`config.mk`:
```
export PLATFORM = sky130hd
export DESIGN_NAME = ordered_string_key_encoder_unit
export DESIGN_NICKNAME = d
export VERILOG_FILES = /design/src/sv/osk_pkg.sv /design/src/sv/osk_front.sv /design/src/sv/osk_fifo.sv /design/src/sv/osk_back.sv /design/src/sv/ordered_string_key_encoder_unit.sv
export SDC_FILE = /design/constraint.sdc
export NUM_CORES = 1
export LEC_CHECK = 0
export BUFFER_PORTS_ARGS = -buffer_cell sky130_fd_sc_hd__buf_2
export CAP_MARGIN = 20
export CORE_ASPECT_RATIO = 0.6
export CORE_UTILIZATION = 30
export DETAILED_ROUTE_END_ITERATION = 10
export GPL_TIMING_DRIVEN = 0
export PLACE_DENSITY_LB_ADDON = 0.25
export SLEW_MARGIN = 0
export SYNTH_ARGS = -nofsm -noshare
export SYNTH_HDL_FRONTEND = slang
export SYNTH_SLANG_ARGS = --single-unit
```
`constraint.sdc`:
```
create_clock -name i_clk -period 10.2 [get_ports i_clk]
set_input_delay 2.04 -clock i_clk [delete_from_list [all_inputs] [get_ports i_clk]]
set_output_delay 2.04 -clock i_clk [all_outputs]
set_load 0.02 [all_outputs]
```
`src/sv/osk_pkg.sv`:
```
// ============================================================================
// osk_pkg
// Shared types and constants of the ordered string key encoder
// ============================================================================
package osk_pkg;

    // command codes of an input request
    localparam logic [1:0] CMD_DATA  = 2'd0;
    localparam logic [1:0] CMD_FINAL = 2'd1;
    localparam logic [1:0] CMD_EMPTY = 2'd2;
    localparam logic [1:0] CMD_NULL  = 2'd3;

    // configuration register indexes
    localparam logic [1:0] REG_TAGS_ON       = 2'd0;
    localparam logic [1:0] REG_APPEND_LENGTH = 2'd1;
    localparam logic [1:0] REG_NULL_TAG      = 2'd2;
    localparam logic [1:0] REG_NOT_NULL_TAG  = 2'd3;

    localparam int GROUP_BYTES = 8;
    localparam int TOTAL_W     = 28;
    localparam int SIZE_W      = 32;
    localparam logic [TOTAL_W-1:0] GROUP_MAX = {TOTAL_W{1'b1}};
    localparam logic [7:0] GROUP_MARK  = 8'hFF;
    localparam logic [7:0] TERM_BASE   = 8'd255;
    localparam logic [2:0] LEN_BYTES   = 3'd4;

    // queue between front and back
    localparam int JOB_DEPTH = 4;
    localparam int JOB_PTR_W = $clog2(JOB_DEPTH);
    localparam int JOB_CNT_W = $clog2(JOB_DEPTH + 1);

    typedef struct packed {
        logic [1:0] command;
        logic [7:0] data_byte;
    } t_in_req;

    typedef struct packed {
        logic [7:0] out_byte;
        logic       end_of_value;
        logic       bad_input;
    } t_out_rsp;

    typedef struct packed {
        logic       tags_on;
        logic       append_length;
        logic [7:0] null_tag;
        logic [7:0] not_null_tag;
    } t_cfg;

    // one classified request: the pieces the back end still has to emit
    typedef struct packed {
        logic              tag_en;
        logic              tag_bad;
        logic [7:0]        tag_byte;
        logic              byte_en;
        logic [7:0]        data_byte;
        logic              ff_en;
        logic              ff_bad;
        logic [3:0]        pad_cnt;
        logic              term_en;
        logic [7:0]        term_byte;
        logic [2:0]        len_cnt;
        logic [SIZE_W-1:0] size;
        logic              eov;
    } t_job;

endpackage

```
`src/sv/osk_front.sv`:
```
// ============================================================================
// osk_front
// Classifies each request against the value state and builds a job
// ============================================================================
module osk_front (
    input  logic            i_clk,
    input  logic            i_rst_n,
    input  osk_pkg::t_cfg   i_cfg,
    input  logic            i_take,
    input  osk_pkg::t_in_req i_req,
    output osk_pkg::t_job   o_job
);

    logic [2:0]                   r_group_fill;
    logic [osk_pkg::TOTAL_W-1:0]  r_group_total;
    logic                         r_value_open;

    logic [2:0]                   n_group_fill;
    logic [osk_pkg::TOTAL_W-1:0]  n_group_total;
    logic                         n_value_open;

    logic [3:0]                   fill_inc;
    logic [2:0]                   fill_after;
    logic [osk_pkg::TOTAL_W-1:0]  total_after;
    logic                         group_done;
    logic [3:0]                   pad;
    logic [osk_pkg::SIZE_W-1:0]   total_p1;
    logic [osk_pkg::SIZE_W-1:0]   size;
    logic                         has_byte;
    logic                         closes;

    always_comb begin
        has_byte   = i_req.command inside {osk_pkg::CMD_DATA, osk_pkg::CMD_FINAL};
        closes     = i_req.command inside {osk_pkg::CMD_FINAL, osk_pkg::CMD_EMPTY};

        fill_inc   = {1'b0, r_group_fill} + 4'd1;
        group_done = has_byte && fill_inc[3];
        if (!has_byte) begin
            fill_after = r_group_fill;
        end else if (group_done) begin
            fill_after = 3'd0;
        end else begin
            fill_after = fill_inc[2:0];
        end
        if (group_done && (r_group_total != osk_pkg::GROUP_MAX)) begin
            total_after = r_group_total + 1'b1;
        end else begin
            total_after = r_group_total;
        end

        pad      = 4'd8 - {1'b0, fill_after};
        total_p1 = {{(osk_pkg::SIZE_W - osk_pkg::TOTAL_W){1'b0}}, total_after} + 1'b1;
        // times nine as a shift and add
        size     = {total_p1[osk_pkg::SIZE_W-4:0], 3'b000} + total_p1;

        o_job = '0;
        n_group_fill  = r_group_fill;
        n_group_total = r_group_total;
        n_value_open  = r_value_open;

        if (i_req.command == osk_pkg::CMD_NULL) begin
            o_job.tag_en = 1'b1;
            o_job.eov    = 1'b1;
            if (r_value_open || !i_cfg.tags_on) begin
                // rejected null, open value abandoned
                o_job.tag_bad  = 1'b1;
                o_job.tag_byte = 8'd0;
                n_group_fill   = 3'd0;
                n_group_total  = '0;
                n_value_open   = 1'b0;
            end else begin
                o_job.tag_byte = i_cfg.null_tag;
                o_job.len_cnt  = i_cfg.append_length ? osk_pkg::LEN_BYTES : 3'd0;
                o_job.size     = '0;
            end
        end else begin
            o_job.tag_en    = !r_value_open && i_cfg.tags_on;
            o_job.tag_byte  = i_cfg.not_null_tag;
            o_job.byte_en   = has_byte;
            o_job.data_byte = i_req.data_byte;
            o_job.ff_en     = group_done;
            o_job.ff_bad    = r_group_total == osk_pkg::GROUP_MAX;
            n_group_fill    = fill_after;
            n_group_total   = total_after;
            n_value_open    = 1'b1;
            if (closes) begin
                o_job.pad_cnt   = pad;
                o_job.term_en   = 1'b1;
                o_job.term_byte = osk_pkg::TERM_BASE - {4'd0, pad};
                o_job.len_cnt   = i_cfg.append_length ? osk_pkg::LEN_BYTES : 3'd0;
                o_job.size      = size;
                o_job.eov       = 1'b1;
                n_group_fill    = 3'd0;
                n_group_total   = '0;
                n_value_open    = 1'b0;
            end
        end
    end

    always_ff @(posedge i_clk) begin
        if (!i_rst_n) begin
            r_group_fill  <= 3'd0;
            r_group_total <= '0;
            r_value_open  <= 1'b0;
        end else if (i_take) begin
            r_group_fill  <= n_group_fill;
            r_group_total <= n_group_total;
            r_value_open  <= n_value_open;
        end
    end

endmodule

```
`src/sv/osk_fifo.sv`:
```
// ============================================================================
// osk_fifo
// Short job queue between the front and back ends
// ============================================================================
module osk_fifo (
    input  logic          i_clk,
    input  logic          i_rst_n,
    input  logic          i_push,
    input  osk_pkg::t_job i_job,
    input  logic          i_pop,
    output osk_pkg::t_job o_head,
    output logic          o_full,
    output logic          o_empty
);

    osk_pkg::t_job                 r_mem [osk_pkg::JOB_DEPTH];
    logic [osk_pkg::JOB_PTR_W-1:0] r_wr_ptr;
    logic [osk_pkg::JOB_PTR_W-1:0] r_rd_ptr;
    logic [osk_pkg::JOB_CNT_W-1:0] r_count;

    logic do_push;
    logic do_pop;

    assign o_full  = r_count == osk_pkg::JOB_CNT_W'(osk_pkg::JOB_DEPTH);
    assign o_empty = r_count == '0;
    assign do_push = i_push && !o_full;
    assign do_pop  = i_pop && !o_empty;
    assign o_head  = r_mem[r_rd_ptr];

    always_ff @(posedge i_clk) begin
        if (do_push) begin
            r_mem[r_wr_ptr] <= i_job;
        end
    end

    always_ff @(posedge i_clk) begin
        if (!i_rst_n) begin
            r_wr_ptr <= '0;
            r_rd_ptr <= '0;
            r_count  <= '0;
        end else begin
            if (do_push) begin
                r_wr_ptr <= r_wr_ptr + 1'b1;
            end
            if (do_pop) begin
                r_rd_ptr <= r_rd_ptr + 1'b1;
            end
            if (do_push && !do_pop) begin
                r_count <= r_count + 1'b1;
            end else if (do_pop && !do_push) begin
                r_count <= r_count - 1'b1;
            end
        end
    end

endmodule

```
`src/sv/osk_back.sv`:
```
// ============================================================================
// osk_back
// Emits queued jobs' bytes to an output register, one per cycle unless stalled
// ============================================================================
module osk_back (
    input  logic              i_clk,
    input  logic              i_rst_n,
    input  osk_pkg::t_job     i_head,
    input  logic              i_empty,
    output logic              o_pop,
    output logic              o_valid,
    input  logic              i_ready,
    output osk_pkg::t_out_rsp o_rsp
);

    osk_pkg::t_job     r_job;
    logic              r_busy;
    osk_pkg::t_out_rsp r_out;
    logic              r_out_valid;

    osk_pkg::t_job     n_job;
    logic [7:0]        cur_byte;
    logic              cur_bad;
    logic              last;
    logic              out_free;
    logic              step;
    logic              load;

    always_comb begin
        n_job    = r_job;
        cur_byte = 8'd0;
        cur_bad  = 1'b0;
        // fixed order: tag, data, group mark, padding, terminator, size
        if (r_job.tag_en) begin
            cur_byte     = r_job.tag_byte;
            cur_bad      = r_job.tag_bad;
            n_job.tag_en = 1'b0;
        end else if (r_job.byte_en) begin
            cur_byte      = r_job.data_byte;
            n_job.byte_en = 1'b0;
        end else if (r_job.ff_en) begin
            cur_byte    = osk_pkg::GROUP_MARK;
            cur_bad     = r_job.ff_bad;
            n_job.ff_en = 1'b0;
        end else if (r_job.pad_cnt != 4'd0) begin
            cur_byte      = 8'd0;
            n_job.pad_cnt = r_job.pad_cnt - 4'd1;
        end else if (r_job.term_en) begin
            cur_byte      = r_job.term_byte;
            n_job.term_en = 1'b0;
        end else begin
            case (r_job.len_cnt)
                3'd4:    cur_byte = r_job.size[31:24];
                3'd3:    cur_byte = r_job.size[23:16];
                3'd2:    cur_byte = r_job.size[15:8];
                3'd1:    cur_byte = r_job.size[7:0];
                default: cur_byte = 8'd0;
            endcase
            if (r_job.len_cnt != 3'd0) begin
                n_job.len_cnt = r_job.len_cnt - 3'd1;
            end
        end
        last = !n_job.tag_en && !n_job.byte_en && !n_job.ff_en &&
               (n_job.pad_cnt == 4'd0) && !n_job.term_en && (n_job.len_cnt == 3'd0);

        out_free = !r_out_valid || i_ready;
        step     = r_busy && out_free;
        load     = (!r_busy || (step && last)) && !i_empty;
    end

    assign o_pop   = load;
    assign o_valid = r_out_valid;
    assign o_rsp   = r_out;

    always_ff @(posedge i_clk) begin
        if (load) begin
            r_job <= i_head;
        end else if (step) begin
            r_job <= n_job;
        end
        if (step) begin
            r_out.out_byte     <= cur_byte;
            r_out.bad_input    <= cur_bad;
            r_out.end_of_value <= last && r_job.eov;
        end
    end

    always_ff @(posedge i_clk) begin
        if (!i_rst_n) begin
            r_busy      <= 1'b0;
            r_out_valid <= 1'b0;
        end else begin
            if (load) begin
                r_busy <= 1'b1;
            end else if (step && last) begin
                r_busy <= 1'b0;
            end
            if (step) begin
                r_out_valid <= 1'b1;
            end else if (i_ready) begin
                r_out_valid <= 1'b0;
            end
        end
    end

endmodule

```
`src/sv/ordered_string_key_encoder_unit.sv`:
```
// ============================================================================
// ordered_string_key_encoder_unit
// Order-preserving byte-group encoder for string keys
// ============================================================================
// Requests carry the bytes of one string key (data, final data, empty value
// or null value) and each leaves as one or more encoded bytes on the output
// channel, one byte per cycle unless the output stalls: groups of eight with
// a 0xff mark, zero padding and a terminator at the end of the value, an
// optional null / not-null tag and, in full-key mode, the four-byte big-endian
// encoded size. A request is taken whenever the four-entry job queue has
// room; the output side then produces 1 to 15 bytes for it (two for a plain
// data byte that completes a group or opens a tagged value, one otherwise), so
// the output register's byte-per-cycle rate sets the sustained throughput.
// Configuration writes take effect at once and are meant for when the block
// is idle.
// ============================================================================
module ordered_string_key_encoder_unit (
    input  logic              i_clk,
    input  logic              i_rst_n,
    // request channel
    input  logic              i_valid,
    output logic              o_ready,
    input  osk_pkg::t_in_req  i_req,
    // encoded byte channel
    output logic              o_valid,
    input  logic              i_ready,
    output osk_pkg::t_out_rsp o_rsp,
    // configuration writes
    input  logic              i_cfg_we,
    input  logic [1:0]        i_cfg_index,
    input  logic [7:0]        i_cfg_data
);

    osk_pkg::t_cfg r_cfg;
    osk_pkg::t_job front_job;
    osk_pkg::t_job head_job;
    logic          q_full;
    logic          q_empty;
    logic          q_pop;
    logic          take;

    // a request is taken whenever the queue has a free slot
    assign o_ready = !q_full;
    assign take    = i_valid && !q_full;

    // configuration registers
    always_ff @(posedge i_clk) begin
        if (!i_rst_n) begin
            r_cfg.tags_on       <= 1'b0;
            r_cfg.append_length <= 1'b1;
            r_cfg.null_tag      <= 8'd0;
            r_cfg.not_null_tag  <= 8'd1;
        end else if (i_cfg_we) begin
            case (i_cfg_index)
                osk_pkg::REG_TAGS_ON:       r_cfg.tags_on       <= i_cfg_data[0];
                osk_pkg::REG_APPEND_LENGTH: r_cfg.append_length <= i_cfg_data[0];
                osk_pkg::REG_NULL_TAG:      r_cfg.null_tag      <= i_cfg_data;
                osk_pkg::REG_NOT_NULL_TAG:  r_cfg.not_null_tag  <= i_cfg_data;
                default:                    r_cfg.tags_on       <= r_cfg.tags_on;
            endcase
        end
    end

    // front end: tracks group fill / count and classifies the request
    osk_front u_front (
        .i_clk   (i_clk),
        .i_rst_n (i_rst_n),
        .i_cfg   (r_cfg),
        .i_take  (take),
        .i_req   (i_req),
        .o_job   (front_job)
    );

    // job queue lets the front keep taking requests during output bursts
    osk_fifo u_fifo (
        .i_clk   (i_clk),
        .i_rst_n (i_rst_n),
        .i_push  (take),
        .i_job   (front_job),
        .i_pop   (q_pop),
        .o_head  (head_job),
        .o_full  (q_full),
        .o_empty (q_empty)
    );

    // back end: sequences each job's bytes into the output register
    osk_back u_back (
        .i_clk   (i_clk),
        .i_rst_n (i_rst_n),
        .i_head  (head_job),
        .i_empty (q_empty),
        .o_pop   (q_pop),
        .o_valid (o_valid),
        .i_ready (i_ready),
        .o_rsp   (o_rsp)
    );

endmodule
```
==> qor.yml, run 1 <==
cts_tree: "built"
timing.critical_path.arrival_ns: 8.92
worstSetupPathType: "in2reg"
ctsLongestPathBuffers: 3
postSynth.topFlopCell: "sky130_fd_sc_hd__edfxtp_1"
status: "finished, final reports clean"
synth.top_cell.area_share_pct: 52.0
grt.total_usage_pct: 15.7
max_rail_drop_vdd_mv: 0.123
worst_hold_path.endpoint: "r_cfg[7]$_SDFFE_PN0P_"
clock_sinks: 394
cts_buffers: 38
grt_remaining_overflow: 0
die_width_microns: 329
pwr_density_cell_mw_per_mm2: 218
final_antenna_violating_net_count: 0
initial_standard_cell_utilization_of_the_core_pct: 30.5
synthesis.nets: 1556
synth_common_cells: "sky130_fd_sc_hd__edfxtp_1 (333), sky130_fd_sc_hd__nand2_1 (123), sky130_fd_sc_hd__nor2b_1 (102), sky130_fd_sc_hd__nor2_1 (82), sky130_fd_sc_hd__mux4_2 (64)"
timing.fmax_ghz: 0.116
timing.max_cap.violations: 0
post_synth_main_area_contributors: "sky130_fd_sc_hd__edfxtp_1 (52%), sky130_fd_sc_hd__mux4_2 (7.5%), sky130_fd_sc_hd__dfxtp_1 (6.4%)"
hold_viol: 0
io-pin-count: 37
drt-initial-drc-count: 1206
finClkSkew_ns: 0.0175
period_minus_slack_ns: 8.66
post_cts.resized_instances: 0
htreeDepth: 2
clockRootBuffer: "sky130_fd_sc_hd__clkbuf_16"
synth_warnings: 0
type_of_the_tightest_min_delay_check: "reg2reg"
dpl_worst_slack_ns: 1.12
synth-edff-count: 333
post_cts_setup_buffers: 0
area_delta_synth_final_pct: 13.3
rrSetupSlack_ns: 2.83
fin_setup_tns_ns: 0
largest_net_degree_at_the_start_of_global_routing: 52
fin_area_sq_mm: 0.0218
whs_path_cells: 2
finalMaxSlewViolations: 0
design.die.area_sq_mm: 0.0651
cp.required_ns: 10.47
register_bit_count_reported_by_yosys: 394
reg2reg_to: "u_fifo.r_mem[2][29]$_DFFE_PP_"
detailedRoute.firstPassIterationCount: 7
routed_via_density: 5.04
final_net_count: 1640
drt_drc_violations_left: 0
synth_largest_area_cell: "sky130_fd_sc_hd__edfxtp_1"
timing.max_slew.rel_slack_pct: 30.1
path_max_fanout: 10
first_pass_grt_wire_length_microns: 76400
worstMarginPinSlew_ns: 1.05
drt-total-wl_microns: 51300
timing.final.setup_violations: 0
detailed_place.area_sq_mm: 0.0206
syn_avg_cell_area_sq_um: 13.0
first_global_vias: 11600
cts-hold-fix-buffers: 0
postSynth.asyncResetShare_pct: 0
layout_setup_ws_ns: 1.54
place.detailed.hpwl_microns: 36600
clk_latency_ns: 0.55
timing.critical_path.to_type: "register"
synthesis.instances: 1484
synth_sequential_area_ratio_pct: 58.4
worstSetupStartpointType: "input pin"
regToRegStartpoint: "u_front.r_group_total[1]$_SDFFE_PN0P_"
routedWlPerCell_microns: 21.0
routability_congestion_estimate_from_global_placement: 0.844
post_route_cells_drive_above_1_share_pct: 13.4
cellLeakagePower_nw: 7.17
yosys.cell_types.count: 94
min-delay-start: "r_cfg[7]$_SDFFE_PN0P_"
synth_most_common_cell: "sky130_fd_sc_hd__edfxtp_1"
placeableCoreArea_sq_mm: 0.0630
grt_setup_unrepaired: "no"
fp.dieH_microns: 198
min_period_over_period_pct: 84.9
antenna_found_initial: 1
worst_r2r_path_depth: 22
total_number_of_placement_rows: 71
dr_total_vias: 12300
clk_pin_slew_ns: 0.06
post_synth_instance_area_sq_mm: 0.0192
io_buffers: 35
## kinds of logic after synthesis
group	after synthesis	synth area share, %
AND/OR/NAND/NOR	505	14.1
multiplexers	82	8.43
AO/OA/AOI/OAI	259	9.37
adder cells (fa/ha/maj)	47	3.14
buffers and inverters	112	2.34
XOR/XNOR	85	4.22
flip-flops	394	58.4
## metrics by stage
step | util (%) | power [mW] | std cells | hold WS [ns]
after floorplan | - | 2.99 | 1484 | 0.438
after global placement | 32.5 | 3.42 | 2358 | 0.454
after detailed placement | 32.7 | 3.43 | 2363 | 0.470
after CTS | 34.5 | 4.77 | 2432 | 0.479
after global routing | 34.6 | 4.98 | 2436 | 0.507
final | 34.6 | 4.74 | 2439 | 0.476
## layout by cell type (no fill, tap or decap), types with 6 or more instances in the layout
master	n
sky130_fd_sc_hd__xnor2_1	52
sky130_fd_sc_hd__o21ai_0	52
sky130_fd_sc_hd__dfxtp_1	61
sky130_fd_sc_hd__o211ai_1	8
sky130_fd_sc_hd__nor3_1	30
sky130_fd_sc_hd__mux2i_1	18
sky130_fd_sc_hd__nand3_1	27
sky130_fd_sc_hd__nand3b_1	8
sky130_fd_sc_hd__clkbuf_1	75
sky130_fd_sc_hd__or2_2	8
sky130_fd_sc_hd__buf_2	47
sky130_fd_sc_hd__and3_1	8
sky130_fd_sc_hd__edfxtp_1	333
sky130_fd_sc_hd__a211oi_1	6
sky130_fd_sc_hd__nor2_1	82
sky130_fd_sc_hd__nand2b_1	16
sky130_fd_sc_hd__a31oi_1	7
sky130_fd_sc_hd__xor2_1	28
sky130_fd_sc_hd__a21oi_1	61
sky130_fd_sc_hd__a21boi_0	15
sky130_fd_sc_hd__nor4_1	12
sky130_fd_sc_hd__nand2_1	123
sky130_fd_sc_hd__a21o_1	10
sky130_fd_sc_hd__mux4_2	64
sky130_fd_sc_hd__inv_1	31
sky130_fd_sc_hd__and2_1	33
sky130_fd_sc_hd__ha_1	45
sky130_fd_sc_hd__o31ai_1	10
sky130_fd_sc_hd__or3_1	11
sky130_fd_sc_hd__a22oi_1	24
sky130_fd_sc_hd__nand4_1	10
sky130_fd_sc_hd__nor2b_1	102
sky130_fd_sc_hd__clkbuf_16	39
sky130_fd_sc_hd__a22o_1	7
sky130_fd_sc_hd__o21bai_1	9
sky130_fd_sc_hd__clkinv_1	8
## flip-flops by register name (all words and copies together) (netlist names), named ones only
name and cells:
u_fifo.r_mem 256, u_back.n_job 56, u_front.r_group_total 28, r_cfg 18, u_back.r_job 11, u_back.o_rsp 10, u_fifo.r_count 3, u_front.r_group_fill 3
u_fifo.r_rd_ptr 2, u_fifo.r_wr_ptr 2, u_back.o_valid 1, u_back.r_busy 1, u_front.r_value_open 1
## worst max-delay path, cell delays in order
cell	delay [ns]
sky130_fd_sc_hd__buf_2	0.10
sky130_fd_sc_hd__inv_1	0.08
sky130_fd_sc_hd__ha_1	0.35
sky130_fd_sc_hd__o2111a_1	0.32
sky130_fd_sc_hd__buf_2	0.28
sky130_fd_sc_hd__o21ai_2	0.13
sky130_fd_sc_hd__buf_4	0.19
sky130_fd_sc_hd__xnor2_1	0.63
sky130_fd_sc_hd__ha_1	0.35
sky130_fd_sc_hd__nand3_1	0.09
sky130_fd_sc_hd__o21ai_0	0.26
sky130_fd_sc_hd__o21ai_1	0.29
sky130_fd_sc_hd__or3_1	0.48
sky130_fd_sc_hd__or4_1	0.48
sky130_fd_sc_hd__clkbuf_1	0.16
sky130_fd_sc_hd__nor2_1	0.23
sky130_fd_sc_hd__nand2_1	0.10
sky130_fd_sc_hd__xor2_1	0.44
sky130_fd_sc_hd__ha_1	0.33
sky130_fd_sc_hd__nand2_1	0.13
sky130_fd_sc_hd__or3_1	0.39
sky130_fd_sc_hd__o41ai_1	0.49
sky130_fd_sc_hd__xnor2_1	0.11
sky130_fd_sc_hd__nor2_1	0.45
## layout make-up
type                            instances  area [sq um]
Antenna cell                            3          7.51
Buffer                                 79           327
Clock buffer                           54          1030
Clock inverter                         15          96.3
Fill cell                            6116         41200
Inverter                               33           124
Multi-Input combinational cell        978          7570
Sequential cell                       394         11200
Tap cell                              839          1050
Timing Repair Buffer                   44           358
## worst max path at each step
| stage | startpoint | to | slack, ns |
|---|---|---|---|
| after floorplan | i_req[9] | u_fifo.r_mem[0][29]$_DFFE_PP_ | 3.02 |
| after global placement | i_req[9] | u_fifo.r_mem[0][29]$_DFFE_PP_ | 1.10 |
| after detailed placement | i_req[9] | u_fifo.r_mem[0][29]$_DFFE_PP_ | 1.12 |
| after CTS | i_req[9] | u_fifo.r_mem[0][29]$_DFFE_PP_ | 1.68 |
| after global routing | i_req[9] | u_fifo.r_mem[0][29]$_DFFE_PP_ | 1.16 |
| final | i_req[9] | u_fifo.r_mem[2][29]$_DFFE_PP_ | 1.54 |
## report_power, final
part | leakage (nW) | internal, mW | switching, mW
Combinational | 3.09 | 0.446 | 0.745
Clock | 0.543 | 0.714 | 0.616
Sequential | 3.53 | 2.12 | 0.100
## layer usage
metal / part of all wire, % / up-vias / wire, microns / GRT usage (%)
met4: 0.84 / 0 / 429 / 1.98
met2: 35 / 337 / 18100 / 18.8
met1: 57 / 6171 / 29000 / 27.6
li1: - / 5747 / - / -
met5: 0 / - / 0 / 0
met3: 7.1 / 38 / 3640 / 3.46
No activity file was read; power rests on OpenSTA's default activity.
==> run 2, diff against run 1 <==
--- a/config.mk
+++ b/config.mk
@@ -5,6 +5,7 @@
 export SDC_FILE = /design/constraint.sdc
 export NUM_CORES = 1
 export LEC_CHECK = 0
+export ABC_AREA = 1
 export BUFFER_PORTS_ARGS = -buffer_cell sky130_fd_sc_hd__buf_2
 export CAP_MARGIN = 20
 export CORE_ASPECT_RATIO = 0.6
==> constraint.sdc (replaced) <==
create_clock -name i_clk -period 7.3 [get_ports i_clk]
set_input_delay 1.46 -clock i_clk [delete_from_list [all_inputs] [get_ports i_clk]]
set_output_delay 1.46 -clock i_clk [all_outputs]
set_load 0.02 [all_outputs]
==> run 2 against run 1 <==
  * Worst setup slack lost 0.33 ns
  * Flip-flop and latch count unchanged
  * Total power grew 53%
  * Synthesized cell count rose by 37%
  * Via count increased by 26%
  * Sequential power rose by 44%
  * Largest cell class unchanged
  * Highest routed layer unchanged
==> qor.yml, run 2 <==
status: "finished, final reports clean"
finClkSkew_ns: 0.0301
synth_common_cells: "sky130_fd_sc_hd__nand2_1 (473), sky130_fd_sc_hd__edfxtp_1 (333), sky130_fd_sc_hd__a21oi_1 (226), sky130_fd_sc_hd__inv_1 (161), sky130_fd_sc_hd__nor2_1 (152)"
worstSetupPathType: "in2reg"
io-pin-count: 37
post_cts_setup_buffers: 0
area_of_all_sequential_standard_cells_sq_mm: 0.0112
grt.total_usage_pct: 18.1
finish.utilization_pct: 34.7
final_antenna_violating_net_count: 0
place.detailed.hpwl_microns: 44200
drt_drc_violations_left: 0
drt-total-wl_microns: 60400
synth.top_cell.area_share_pct: 51.0
period_minus_slack_ns: 6.09
routedWlPerCell_microns: 20.1
routed_via_density: 5.13
power_switching_share_pct: 35.7
synth-edff-count: 333
cts-hold-fix-buffers: 0
p_sw_mw: 2.59
antenna_found_initial: 0
detailed_place.area_sq_mm: 0.0211
postSynth.topFlopCell: "sky130_fd_sc_hd__edfxtp_1"
hold_viol: 0
yosys.cell_types.count: 54
grt_setup_unrepaired: "no"
p_int_mw: 4.67
io_buffers: 36
post_synth_instance_area_sq_mm: 0.0196
design.die.area_sq_mm: 0.0665
worstMarginPinSlew_ns: 0.961
regMostFlops: "u_fifo.r_mem"
area_delta_synth_final_pct: 14.0
timing.final.setup_violations: 0
drt-initial-drc-count: 1810
timing.critical_path.to_type: "register"
final.fill_count: 6539
fin_setup_tns_ns: 0
postSynth.asyncResetShare_pct: 0
final_cell_mix: "sky130_fd_sc_hd__nand2_1 (473), sky130_fd_sc_hd__edfxtp_1 (333), sky130_fd_sc_hd__a21oi_1 (226)"
htreeDepth: 2
synth_most_common_cell: "sky130_fd_sc_hd__nand2_1"
timing.max_cap.violations: 0
layout_setup_ws_ns: 1.21
clk_pwr_share_pct: 27.9
cts_tree: "built"
register_bit_count_reported_by_yosys: 394
die_width_microns: 332
dr_total_vias: 15400
pwr_density_cell_mw_per_mm2: 325
routability_congestion_estimate_from_global_placement: 0.914
final_net_count: 2198
dpl_worst_slack_ns: 0.750
largest_net_degree_at_the_start_of_global_routing: 61
detailedRoute.firstPassIterationCount: 6
fin_area_sq_mm: 0.0224
synth_largest_area_cell: "sky130_fd_sc_hd__edfxtp_1"
timing.critical_path.arrival_ns: 6.41
finalMaxSlewViolations: 0
timing.max_slew.rel_slack_pct: 35.8
synthesis.nets: 2111
cp.required_ns: 7.62
footprint_of_the_multi_input_gates_sq_mm: 0.00740
whs_path_cells: 2
first_global_vias: 14200
clk_pin_slew_ns: 0.07
clk_latency_ns: 0.56
fp.dieH_microns: 200
p_seq_share_pct: 44.0
total_number_of_placement_rows: 72
grt_remaining_overflow: 0
synth_warnings: 0
placeableCoreArea_sq_mm: 0.0645
post_cts.resized_instances: 0
antennaDiodeCount: 0
min_period_over_period_pct: 83.4
post_route_cells_drive_above_1_share_pct: 11.0
path_max_fanout: 10
final_common_cell: "sky130_fd_sc_hd__nand2_1"
cellLeakagePower_nw: 8.31
type_of_the_tightest_min_delay_check: "reg2reg"
post_synth_main_area_contributors: "sky130_fd_sc_hd__edfxtp_1 (51%), sky130_fd_sc_hd__nand2_1 (9.0%), sky130_fd_sc_hd__dfxtp_1 (6.2%)"
timing.fmax_ghz: 0.164
clock_sinks: 394
clockRootBuffer: "sky130_fd_sc_hd__clkbuf_16"
largest_reg_flops: 256
synth_sequential_area_ratio_pct: 57.2
cts_buffers: 39
ctsLongestPathBuffers: 3
syn_avg_cell_area_sq_um: 9.62
worstSetupStartpointType: "input pin"
worst_r2r_path_depth: 29
synthesis.instances: 2039
max_rail_drop_vdd_mv: 0.251
share_comb_of_total_power_pct: 28.1
first_pass_grt_wire_length_microns: 91000
initial_standard_cell_utilization_of_the_core_pct: 30.4
[run 2: kinds of logic after synthesis]
family,Yosys count,synth area share [%]
compound gates,420,12.2
flops,394,57.2
simple gates,896,21.3
buf+inv,261,5.24
fa+ha+maj,47,3.07
xor+xnor,21,0.937
[run 2: worst paths after layout]
check	from	endpoint	slack, ns
max	i_req[9]	u_fifo.r_mem[0][30]$_DFFE_PP_	1.21
min	r_cfg[14]$_SDFFE_PN0P_	r_cfg[14]$_SDFFE_PN0P_	0.45
max reg2reg	u_front.r_group_total[0]$_SDFFE_PN0P_	u_fifo.r_mem[0][30]$_DFFE_PP_	1.70
min reg2reg	r_cfg[14]$_SDFFE_PN0P_	r_cfg[14]$_SDFFE_PN0P_	0.45
[run 2: power groups by stage]
stage / sequential, mW / combinational (mW) / clock (mW)
CTS: 3.19 / 2.04 / 2.06
detailed placement: 3.23 / 2.02 / 0
floorplan: 3.19 / 1.18 / 0
finish: 3.19 / 2.04 / 2.02
global route: 3.23 / 2.24 / 2.15
global placement: 3.28 / 1.94 / 0
[run 2: metrics by stage]
| step | hold slack [ns] | total power, mW | instances |
|---|---|---|---|
| floorplan | 0.425 | 4.37 | 2039 |
| global placement | 0.442 | 5.22 | 2926 |
| detailed placement | 0.445 | 5.25 | 2936 |
| CTS | 0.456 | 7.29 | 3007 |
| global route | 0.473 | 7.62 | 3007 |
| finish | 0.454 | 7.26 | 3007 |
[run 2: per-layer routing]
metal | vias to the layer above | track usage, % | routed length [microns]
met5 | - | 0 | 0
met4 | 0 | 2.74 | 730
met3 | 54 | 3.10 | 5220
met2 | 561 | 22.8 | 21800
met1 | 7531 | 30.9 | 32700
li1 | 7294 | - | -
[run 2: critical path, stage by stage]
cell                      delay (ns)
sky130_fd_sc_hd__buf_2          0.12
sky130_fd_sc_hd__inv_1          0.09
sky130_fd_sc_hd__ha_1           0.17
sky130_fd_sc_hd__nor2_1         0.11
sky130_fd_sc_hd__nor2_2         0.27
sky130_fd_sc_hd__inv_2          0.17
sky130_fd_sc_hd__a21oi_2        0.43
sky130_fd_sc_hd__buf_4          0.28
sky130_fd_sc_hd__nor2_1         0.06
sky130_fd_sc_hd__nor2_2         0.38
sky130_fd_sc_hd__inv_1          0.08
sky130_fd_sc_hd__nor2_1         0.15
sky130_fd_sc_hd__nand3_1        0.17
sky130_fd_sc_hd__nor2_1         0.20
sky130_fd_sc_hd__nand4_1        0.10
sky130_fd_sc_hd__nand2_1        0.32
sky130_fd_sc_hd__inv_1          0.18
sky130_fd_sc_hd__ha_1           0.42
sky130_fd_sc_hd__nand2_1        0.09
sky130_fd_sc_hd__nor2_1         0.19
sky130_fd_sc_hd__nand2_1        0.10
sky130_fd_sc_hd__nor2_1         0.16
sky130_fd_sc_hd__nand4_1        0.19
sky130_fd_sc_hd__nand4_1        0.14
sky130_fd_sc_hd__nand2_1        0.06
sky130_fd_sc_hd__nor2_1         0.28
[run 2: cell type report]
type,instances,area share (%)
clock inverters,27,1.12
well taps,851,4.76
repair buffers,46,1.77
inverters,175,2.94
plain buffers,86,1.67
flip-flops and latches,394,50.2
multi-input cells,1384,33.1
clock buffers,44,4.45
